--- config.mk ---
export PLATFORM = sky130hd
export DESIGN_NAME = aligned_chunk_coalescer_top
export DESIGN_NICKNAME = d
export VERILOG_FILES = /design/src/hdl/acc_pkg.sv /design/src/hdl/aligned_chunk_coalescer_top.sv /design/src/hdl/acc_serial_mod.sv
export SDC_FILE = /design/constraint.sdc
export NUM_CORES = 2
export LEC_CHECK = 0
export ABC_AREA = 1
export BUFFER_PORTS_ARGS = -buffer_cell sky130_fd_sc_hd__buf_2
export CAP_MARGIN = 20
export CELL_PAD_IN_SITES_DETAIL_PLACEMENT = 1
export CELL_PAD_IN_SITES_GLOBAL_PLACEMENT = 1
export CORE_MARGIN = 1
export CORE_UTILIZATION = 42
export DETAILED_ROUTE_END_ITERATION = 7
export PLACE_DENSITY = 0.83
export SLEW_MARGIN = 20
export SYNTH_ARGS = -nofsm -noshare
export SYNTH_HDL_FRONTEND = slang
export SYNTH_HIERARCHICAL = 1
export SYNTH_SLANG_ARGS = --single-unit
--- constraint.sdc ---
create_clock -name clk -period 12.92 [get_ports clk]
set_clock_uncertainty 0.15 [all_clocks]
set_input_delay 2.584 -clock clk [delete_from_list [all_inputs] [get_ports clk]]
set_output_delay 2.584 -clock clk [all_outputs]
set_load 0.02 [all_outputs]
--- src/hdl/acc_pkg.sv ---
`timescale 1ns / 1ps
// shared constants, status codes and request types of the aligned chunk coalescer
package acc_pkg;

  localparam int OFF_W      = 48;
  localparam int BYTES_W    = 32;
  localparam int DEST_W     = 64;
  localparam int FIRST_W    = 16;
  localparam int COUNT_W    = 17;
  localparam int MAX_TASKS  = 65536;
  localparam int TASK_CNT_W = $clog2(MAX_TASKS + 1);
  localparam int DIV_CNT_W  = $clog2(OFF_W + 1);

  localparam logic [BYTES_W-1:0] CHUNK_SIZE_RESET = BYTES_W'(8388608);

  typedef enum logic [2:0] {
    ST_CHUNK    = 3'd0,
    ST_EMPTY    = 3'd1,
    ST_GAP      = 3'd2,
    ST_CROSS    = 3'd3,
    ST_OVERFLOW = 3'd4
  } status_t;

  typedef struct packed {
    logic [OFF_W-1:0]   task_offset;
    logic [BYTES_W-1:0] task_bytes;
    logic [DEST_W-1:0]  task_destination;
    logic               batch_last;
  } task_t;

  typedef struct packed {
    status_t            status;
    logic [OFF_W-1:0]   chunk_offset;
    logic [BYTES_W-1:0] chunk_bytes;
    logic [DEST_W-1:0]  chunk_destination;
    logic [FIRST_W-1:0] first_task_index;
    logic [COUNT_W-1:0] chunk_task_count;
    logic               final_result;
  } result_t;

endpackage

--- src/hdl/aligned_chunk_coalescer_top.sv ---
`timescale 1ns / 1ps
// top level of the aligned chunk coalescer: batch control, chunk state and result register
// order: an accepted task is registered and evaluated; an error or the chunk closed by an
//   opening task goes into the output register from evaluation, a batch-final chunk from
//   the final state, after the bit-serial remainder when its task opens the chunk
// tasks are taken only in the idle state, so a new task waits until the last one is done
// reset: synchronous active-low rst_n clears all control state, chunk size returns to 8 MiB
module aligned_chunk_coalescer_top
  import acc_pkg::*;
(
  input  logic               clk,
  input  logic               rst_n,
  // task requests
  input  logic               in_valid,
  output logic               in_ready,
  input  task_t              in_task,
  // result requests
  output logic               out_valid,
  input  logic               out_ready,
  output result_t            out_result,
  // chunk size register write
  input  logic               cfg_valid,
  output logic               cfg_ready,
  input  logic [BYTES_W-1:0] cfg_chunk_size
);

  typedef enum logic [1:0] {
    S_IDLE,
    S_EVAL,
    S_DIV,
    S_FIN
  } state_t;

  state_t                state_r, state_nxt;
  task_t                 t_r, t_nxt;
  logic [BYTES_W-1:0]    chunk_size_r, chunk_size_nxt;

  // open chunk and batch bookkeeping
  logic                  open_valid_r, open_valid_nxt;
  logic [OFF_W-1:0]      expected_r, expected_nxt;
  logic [OFF_W-1:0]      base_r, base_nxt;
  logic [BYTES_W-1:0]    span_r, span_nxt;
  logic [BYTES_W-1:0]    room_r, room_nxt;
  logic [OFF_W-1:0]      open_off_r, open_off_nxt;
  logic [BYTES_W-1:0]    open_bytes_r, open_bytes_nxt;
  logic [DEST_W-1:0]     open_dest_r, open_dest_nxt;
  logic [TASK_CNT_W-1:0] open_first_r, open_first_nxt;
  logic [TASK_CNT_W-1:0] open_tasks_r, open_tasks_nxt;
  logic [TASK_CNT_W-1:0] task_cnt_r, task_cnt_nxt;
  logic                  emitted_r, emitted_nxt;
  logic                  dropping_r, dropping_nxt;

  // output register
  logic                  out_valid_r, out_valid_nxt;
  result_t               out_r, out_nxt;
  logic                  out_load;
  logic                  slot_free;

  // evaluation terms
  logic [BYTES_W-1:0]    cs_eff;
  logic [OFF_W:0]        base_diff;
  logic                  opens;
  logic [BYTES_W:0]      total;
  logic                  over, gap, crossed;
  status_t               fail_status;
  result_t               open_res;
  result_t               fail_res;

  // remainder unit
  logic                  div_start;
  logic                  div_done;
  logic [BYTES_W-1:0]    div_rem;

  acc_serial_mod u_mod (
    .clk      (clk),
    .rst_n    (rst_n),
    .start    (div_start),
    .dividend (t_r.task_offset),
    .divisor  (cs_eff),
    .done     (div_done),
    .rem      (div_rem)
  );

  assign in_ready   = (state_r == S_IDLE);
  assign cfg_ready  = 1'b1;
  assign out_valid  = out_valid_r;
  assign out_result = out_r;
  assign slot_free  = !out_valid_r || out_ready;

  // a zero chunk size behaves as one byte
  assign cs_eff = (chunk_size_r == '0) ? BYTES_W'(1) : chunk_size_r;

  always_comb begin
    // any task with no chunk open, or a nonzero task at or past the current chunk end, opens one
    base_diff = {1'b0, t_r.task_offset} - {1'b0, base_r};
    opens     = !open_valid_r ||
                ((t_r.task_bytes != '0) && !base_diff[OFF_W] &&
                 (base_diff[OFF_W-1:0] >= OFF_W'(span_r)));
    total     = {1'b0, open_bytes_r} + {1'b0, t_r.task_bytes};

    over    = (task_cnt_r >= TASK_CNT_W'(MAX_TASKS));
    gap     = (task_cnt_r != '0) && (t_r.task_offset != expected_r);
    crossed = !opens && (total > {1'b0, room_r});

    if (over) begin
      fail_status = ST_OVERFLOW;
    end else if (gap) begin
      fail_status = ST_GAP;
    end else begin
      fail_status = ST_CROSS;
    end

    fail_res                  = '0;
    fail_res.status           = fail_status;
    fail_res.first_task_index = FIRST_W'(32'(task_cnt_r));
    fail_res.final_result     = 1'b1;

    open_res.status            = ST_CHUNK;
    open_res.chunk_offset      = open_off_r;
    open_res.chunk_bytes       = open_bytes_r;
    open_res.chunk_destination = open_dest_r;
    open_res.first_task_index  = FIRST_W'(32'(open_first_r));
    open_res.chunk_task_count  = COUNT_W'(32'(open_tasks_r));
    open_res.final_result      = 1'b0;
  end

  always_comb begin
    state_nxt      = state_r;
    t_nxt          = t_r;
    chunk_size_nxt = chunk_size_r;
    open_valid_nxt = open_valid_r;
    expected_nxt   = expected_r;
    base_nxt       = base_r;
    span_nxt       = span_r;
    room_nxt       = room_r;
    open_off_nxt   = open_off_r;
    open_bytes_nxt = open_bytes_r;
    open_dest_nxt  = open_dest_r;
    open_first_nxt = open_first_r;
    open_tasks_nxt = open_tasks_r;
    task_cnt_nxt   = task_cnt_r;
    emitted_nxt    = emitted_r;
    dropping_nxt   = dropping_r;
    out_load       = 1'b0;
    out_nxt        = out_r;
    div_start      = 1'b0;

    if (cfg_valid && cfg_ready) begin
      chunk_size_nxt = cfg_chunk_size;
    end

    unique case (state_r)
      S_IDLE: begin
        if (in_valid) begin
          t_nxt     = in_task;
          state_nxt = S_EVAL;
        end
      end

      S_EVAL: begin
        if (dropping_r) begin
          // rest of a failed batch is swallowed up to its last task
          if (t_r.batch_last) begin
            dropping_nxt = 1'b0;
          end
          state_nxt = S_IDLE;
        end else if (over || gap || crossed) begin
          if (slot_free) begin
            out_load       = 1'b1;
            out_nxt        = fail_res;
            open_valid_nxt = 1'b0;
            open_bytes_nxt = '0;
            open_tasks_nxt = '0;
            task_cnt_nxt   = '0;
            emitted_nxt    = 1'b0;
            dropping_nxt   = !t_r.batch_last;
            state_nxt      = S_IDLE;
          end
        end else if (opens) begin
          // previous chunk goes out as the new one opens
          if (!open_valid_r || slot_free) begin
            if (open_valid_r) begin
              out_load    = 1'b1;
              out_nxt     = open_res;
              emitted_nxt = 1'b1;
            end
            expected_nxt   = t_r.task_offset + OFF_W'(t_r.task_bytes);
            task_cnt_nxt   = task_cnt_r + TASK_CNT_W'(1);
            open_valid_nxt = 1'b1;
            open_off_nxt   = t_r.task_offset;
            open_bytes_nxt = t_r.task_bytes;
            open_dest_nxt  = t_r.task_destination;
            open_first_nxt = task_cnt_r;
            open_tasks_nxt = TASK_CNT_W'(1);
            span_nxt       = cs_eff;
            div_start      = 1'b1;
            state_nxt      = S_DIV;
          end
        end else begin
          expected_nxt   = t_r.task_offset + OFF_W'(t_r.task_bytes);
          task_cnt_nxt   = task_cnt_r + TASK_CNT_W'(1);
          open_bytes_nxt = total[BYTES_W-1:0];
          open_tasks_nxt = open_tasks_r + TASK_CNT_W'(1);
          state_nxt      = t_r.batch_last ? S_FIN : S_IDLE;
        end
      end

      S_DIV: begin
        // aligned base and the room left between chunk start and chunk end
        if (div_done) begin
          base_nxt  = t_r.task_offset - OFF_W'(div_rem);
          room_nxt  = span_r - div_rem;
          state_nxt = t_r.batch_last ? S_FIN : S_IDLE;
        end
      end

      S_FIN: begin
        if (slot_free) begin
          out_load = 1'b1;
          if (!emitted_r && (open_bytes_r == '0)) begin
            out_nxt                  = '0;
            out_nxt.status           = ST_EMPTY;
            out_nxt.chunk_task_count = COUNT_W'(32'(task_cnt_r));
            out_nxt.final_result     = 1'b1;
          end else begin
            out_nxt              = open_res;
            out_nxt.final_result = 1'b1;
          end
          open_valid_nxt = 1'b0;
          open_bytes_nxt = '0;
          open_tasks_nxt = '0;
          task_cnt_nxt   = '0;
          emitted_nxt    = 1'b0;
          dropping_nxt   = 1'b0;
          state_nxt      = S_IDLE;
        end
      end

      default: begin
        state_nxt = S_IDLE;
      end
    endcase

    if (out_load) begin
      out_valid_nxt = 1'b1;
    end else if (out_ready) begin
      out_valid_nxt = 1'b0;
    end else begin
      out_valid_nxt = out_valid_r;
    end
  end

  // control state and registered outputs
  always_ff @(posedge clk) begin
    if (!rst_n) begin
      state_r      <= S_IDLE;
      chunk_size_r <= CHUNK_SIZE_RESET;
      open_valid_r <= 1'b0;
      expected_r   <= '0;
      base_r       <= '0;
      span_r       <= '0;
      room_r       <= '0;
      open_bytes_r <= '0;
      open_tasks_r <= '0;
      task_cnt_r   <= '0;
      emitted_r    <= 1'b0;
      dropping_r   <= 1'b0;
      out_valid_r  <= 1'b0;
    end else begin
      state_r      <= state_nxt;
      chunk_size_r <= chunk_size_nxt;
      open_valid_r <= open_valid_nxt;
      expected_r   <= expected_nxt;
      base_r       <= base_nxt;
      span_r       <= span_nxt;
      room_r       <= room_nxt;
      open_bytes_r <= open_bytes_nxt;
      open_tasks_r <= open_tasks_nxt;
      task_cnt_r   <= task_cnt_nxt;
      emitted_r    <= emitted_nxt;
      dropping_r   <= dropping_nxt;
      out_valid_r  <= out_valid_nxt;
    end
  end

  // payload registers
  always_ff @(posedge clk) begin
    t_r          <= t_nxt;
    open_off_r   <= open_off_nxt;
    open_dest_r  <= open_dest_nxt;
    open_first_r <= open_first_nxt;
    out_r        <= out_nxt;
  end

  // an open chunk always holds at least its opening task
  a_open_has_tasks : assert property (@(posedge clk) disable iff (!rst_n)
    open_valid_r |-> (open_tasks_r != '0))
    else $error("open chunk with no tasks");

  // a failed batch leaves no chunk open while its tail is dropped
  a_drop_no_chunk : assert property (@(posedge clk) disable iff (!rst_n)
    dropping_r |-> !open_valid_r)
    else $error("chunk open while dropping");

  // the final result of a batch resets the batch state
  a_final_ends_batch : assert property (@(posedge clk) disable iff (!rst_n)
    (out_load && out_nxt.final_result) |=> ((task_cnt_r == '0) && !open_valid_r))
    else $error("batch state survives final result");

  // every status other than a plain chunk closes the batch
  a_status_final : assert property (@(posedge clk) disable iff (!rst_n)
    (out_valid_r && (out_r.status != ST_CHUNK)) |-> out_r.final_result)
    else $error("non-chunk status without final mark");

  // remainder completes only while a chunk opening waits for it
  a_div_in_state : assert property (@(posedge clk) disable iff (!rst_n)
    div_done |-> (state_r == S_DIV))
    else $error("remainder done outside divide state");

endmodule

--- src/hdl/acc_serial_mod.sv ---
`timescale 1ns / 1ps
// bit-serial restoring remainder unit: offset modulo chunk size, one bit per cycle
module acc_serial_mod
  import acc_pkg::*;
(
  input  logic               clk,
  input  logic               rst_n,
  input  logic               start,
  input  logic [OFF_W-1:0]   dividend,
  input  logic [BYTES_W-1:0] divisor,
  output logic               done,
  output logic [BYTES_W-1:0] rem
);

  logic [OFF_W-1:0]     sh_r, sh_nxt;
  logic [BYTES_W-1:0]   rem_r, rem_nxt;
  logic [BYTES_W-1:0]   div_r, div_nxt;
  logic [DIV_CNT_W-1:0] cnt_r, cnt_nxt;
  logic                 done_r, done_nxt;
  logic [BYTES_W:0]     trial;
  logic [BYTES_W:0]     diff;

  always_comb begin
    trial    = {rem_r, sh_r[OFF_W-1]};
    diff     = trial - {1'b0, div_r};
    sh_nxt   = sh_r;
    rem_nxt  = rem_r;
    div_nxt  = div_r;
    cnt_nxt  = cnt_r;
    done_nxt = 1'b0;
    if (start) begin
      sh_nxt  = dividend;
      rem_nxt = '0;
      div_nxt = divisor;
      cnt_nxt = DIV_CNT_W'(OFF_W);
    end else if (cnt_r != '0) begin
      sh_nxt   = {sh_r[OFF_W-2:0], 1'b0};
      rem_nxt  = (trial >= {1'b0, div_r}) ? diff[BYTES_W-1:0] : trial[BYTES_W-1:0];
      cnt_nxt  = cnt_r - DIV_CNT_W'(1);
      done_nxt = (cnt_r == DIV_CNT_W'(1));
    end
  end

  always_ff @(posedge clk) begin
    if (!rst_n) begin
      cnt_r  <= '0;
      done_r <= 1'b0;
    end else begin
      cnt_r  <= cnt_nxt;
      done_r <= done_nxt;
    end
  end

  always_ff @(posedge clk) begin
    sh_r  <= sh_nxt;
    rem_r <= rem_nxt;
    div_r <= div_nxt;
  end

  assign done = done_r;
  assign rem  = rem_r;

endmodule

==> results.py <==
metrics = {
    "grt": {
        "grt_pass1_wl_um": 261900,
        "grt_pass1_vias": 44340,
        "grt_max_degree": 94,
        "antenna_found_initial": 6,
        "overflow": 0,
        "track_usage_pct": 29.41,
    },
    "drt": {
        "top_layer": "met4",
        "met1_length_um": 72760,
        "route.detailed.drc": 0,
        "ant_nets": 0,
        "drt_wl_total_um": 173300,
        "routed_via_density": 5.365,
        "wl_met2_um": 85820,
        "met3_length_um": 7706,
        "vias": 42100,
        "drt-initial-drc-count": 2833,
        "first_pass_iters": 5,
        "wl_per_cell_um": 22.09,
    },
    "synthesis": {
        "syn_area_um2": 48110,
        "synth_nets": 6433,
        "netlist_top_cells_count": "nand2_1 (1339), inv_1 (955), nor2_1 (653), edfxtp_1 (534), a21oi_1 (433)",
        "synth-edff-count": 534,
        "seq_area_frac_synth_pct": 45.94,
        "synth_most_common_cell": "nand2_1",
        "syn_avg_cell_area_um2": 8.060,
        "yosys.area.top_type": "edfxtp_1",
        "synthArstFlopShare_pct": 0,
        "synth.top_cell.area_share_pct": 33.33,
        "synth_warnings": 6,
        "syn_inst": 5969,
        "yosys_register_bits": 837,
        "yosys_most_used_dff": "edfxtp_1",
        "ys_top_cells_by_area": "edfxtp_1 (33%), dfxtp_1 (13%), nand2_1 (10%)",
        "synthDistinctLibCells": 62,
    },
    "clock_network": {
        "clk_latency_ps": 710,
        "cts_tree": "yes",
        "cts_htree_levels": 3,
        "clockBufferDepth": 3,
        "cts_root_buf": "clkbuf_16",
        "cts_setup_buffers": 0,
        "ctsResizeCount": 0,
        "clock_sinks": 837,
        "cts_hold_buf": 0,
        "clkSlewWorstSetupHoldPaths_ps": 70,
        "numCtsBuffers": 93,
    },
    "floorplanning": {
        "core_area_um2": 113000,
        "ios": 366,
        "die_h_um": 340.5,
        "start_util_pct": 42.59,
        "die_area_um2": 115900,
        "fp.dieW_um": 340.5,
        "rows": 123,
    },
    "setup_path": {
        "critPathLaunchType": "flip-flop",
        "cp_common_cell": "nand2_1",
        "worst-setup-path-type": "reg2reg",
        "cpPeakStageDelay_ps": 850,
        "cp_num_cells": 33,
        "reg2reg_depth": 33,
        "cpMaxStageDelayCell": "clkinv_2",
        "cpLargestDelayFamily": "simple AND/OR/NAND/NOR gates",
        "cp_data_required_time_ps": 13400,
        "cp.buffers_inverters": 6,
        "rrSetupSlack_ps": 5050,
        "rr_endpoint": "u_mod/cnt_r[1]",
        "reg2reg_from": "t_r[99]",
        "cp_data_arrival_time_ps": 8350,
        "cp_max_fo": 51,
        "worst_setup_path_end_kind": "flip-flop",
    },
    "power_and_ir_drop": {
        "power_density_nw_per_um2": 195.1,
        "p_clk_share_pct": 24.9,
        "total_power_mw": 10.58,
        "p_seq_share_pct": 35.2,
        "internal_power_mw": 6.133,
        "p_sw_share_pct": 42.02,
        "p_comb_share_pct": 39.9,
        "p_sw_mw": 4.445,
        "irDropWorstVdd_mv": 0.1331,
        "p_leak_nw": 24.46,
    },
    "timing": {
        "rsz0062_at_grt": "false",
        "max_freq_mhz": 127.1,
        "fin_crit_sh_pct": 60.89,
        "hold_ws_ps": 265.9,
        "setup_tns_ps": 0,
        "final_max_slew_viol_count": 0,
        "min_period_ps": 7867,
        "worst_slew_pin_slew_ps": 1199,
        "final_hold_viol_count": 0,
        "setup_viol": 0,
        "slew_headroom_pct": 19.31,
    },
    "final_layout": {
        "layout.nets": 6731,
        "syn_to_final_growth_pct": 12.71,
        "fill_cells": 13780,
        "drive_gt1_share_pct": 11.01,
        "instances_no_fill": 7847,
        "design_area_um2": 54230,
    },
    "hold_path": {
        "hold_depth": 0,
        "hp-class": "reg2reg",
        "min_from": "t_r[62]",
        "min_to": "open_dest_r[61]",
    },
    "job": {
        "cap_viol_max_count": 0,
    },
    "place": {
        "place_congestion": 0.9779,
        "dp_hpwl_um": 135600,
        "dp_cells": 7671,
        "place_area_um2": 51180,
        "portBuffers": 364,
    },
    "run_status": {
        "status": "completed",
    },
}
-- area by class of cell --
class	instances	area, µm²	share of cell area [%]
sequential	837	22100	40.76
multi-input combinational	3956	21450	39.55
inverter	984	3710	6.841
clock buffer	120	2499	4.608
timing repair buffer	395	2069	3.816
tap	1500	1877	3.461
clock inverter	54	520.5	0.9599
antenna	1	2.502	0.004615
-- cell usage in the layout (no fill, tap or decap), types with 103 or more instances in the layout --
master / synthesis / final
nand2_1: 1339 / 1337
inv_1: 955 / 950
nor2_1: 653 / 653
edfxtp_1: 534 / 534
a21oi_1: 433 / 433
buf_2: 39 / 363
dfxtp_1: 303 / 303
ha_1: 276 / 276
o21ai_0: 274 / 274
nand3_1: 221 / 220
xor2_1: 136 / 136
xnor2_1: 103 / 103
-- per-layer routing --
metal,GRT usage [%],vias up
met5,0,-
met4,10.97,0
met3,3.290,300
met2,52.31,1089
met1,36.43,20720
li1,-,19990
-- worst max-delay path by stage --
stage	startpoint	end	slack, ps
final	t_r[99]	u_mod/cnt_r[1]	5050
after global routing	t_r[99]	u_mod/cnt_r[3]	4510
after floorplan	in_valid	t_r[0]	4040
after CTS	t_r[99]	u_mod/cnt_r[1]	5020
after detailed placement	t_r[99]	u_mod/cnt_r[3]	5070
after global placement	t_r[103]	u_mod/sh_r[37]	5050
-- state kept, by name, summed over array words and instances, names as in the netlist --
signal        count
t_r             145
open_tasks_r     17
u_mod/sh_r       48
u_mod/div_r      32
task_cnt_r       17
expected_r       48
state_r           2
u_mod/cnt_r       6
emitted_r         1
u_mod/done        1
base_r           48
open_first_r     16
open_valid_r      1
out_valid         1
chunk_size_r     32
u_mod/rem        32
open_dest_r      64
out_result      181
open_off_r       48
open_bytes_r     32
room_r           32
span_r           32
dropping_r        1
-- cell families (layout without fill, tap and decap cells) --
logic type,Yosys count,after routing,synth area share [%]
fa+ha+maj,282,282,7.428
other cells,1,2,0.007795
xor+xnor,239,239,4.351
flops,837,837,45.94
simple gates,2497,2497,21.67
compound gates,937,937,11.02
buf+inv,1176,1553,9.581
-- power groups by stage --
stage | combinational [mW] | sequential [mW] | clock [mW]
floorplan | 2.75 | 3.74 | 0
global placement | 3.99 | 3.74 | 0
detailed placement | 4.13 | 3.77 | 0
CTS | 4.18 | 3.72 | 2.67
global route | 4.64 | 3.75 | 2.76
finish | 4.22 | 3.72 | 2.63
-- stage by stage --
stage | setup WS [ps] | utilization [%]
floorplan | 4036 | -
global placement | 5053 | 45.30
detailed placement | 5066 | 45.31
CTS | 5023 | 47.98
global route | 4514 | 48.01
finish | 5053 | 48.01
Note: power is estimated with default switching activity, not from simulation.
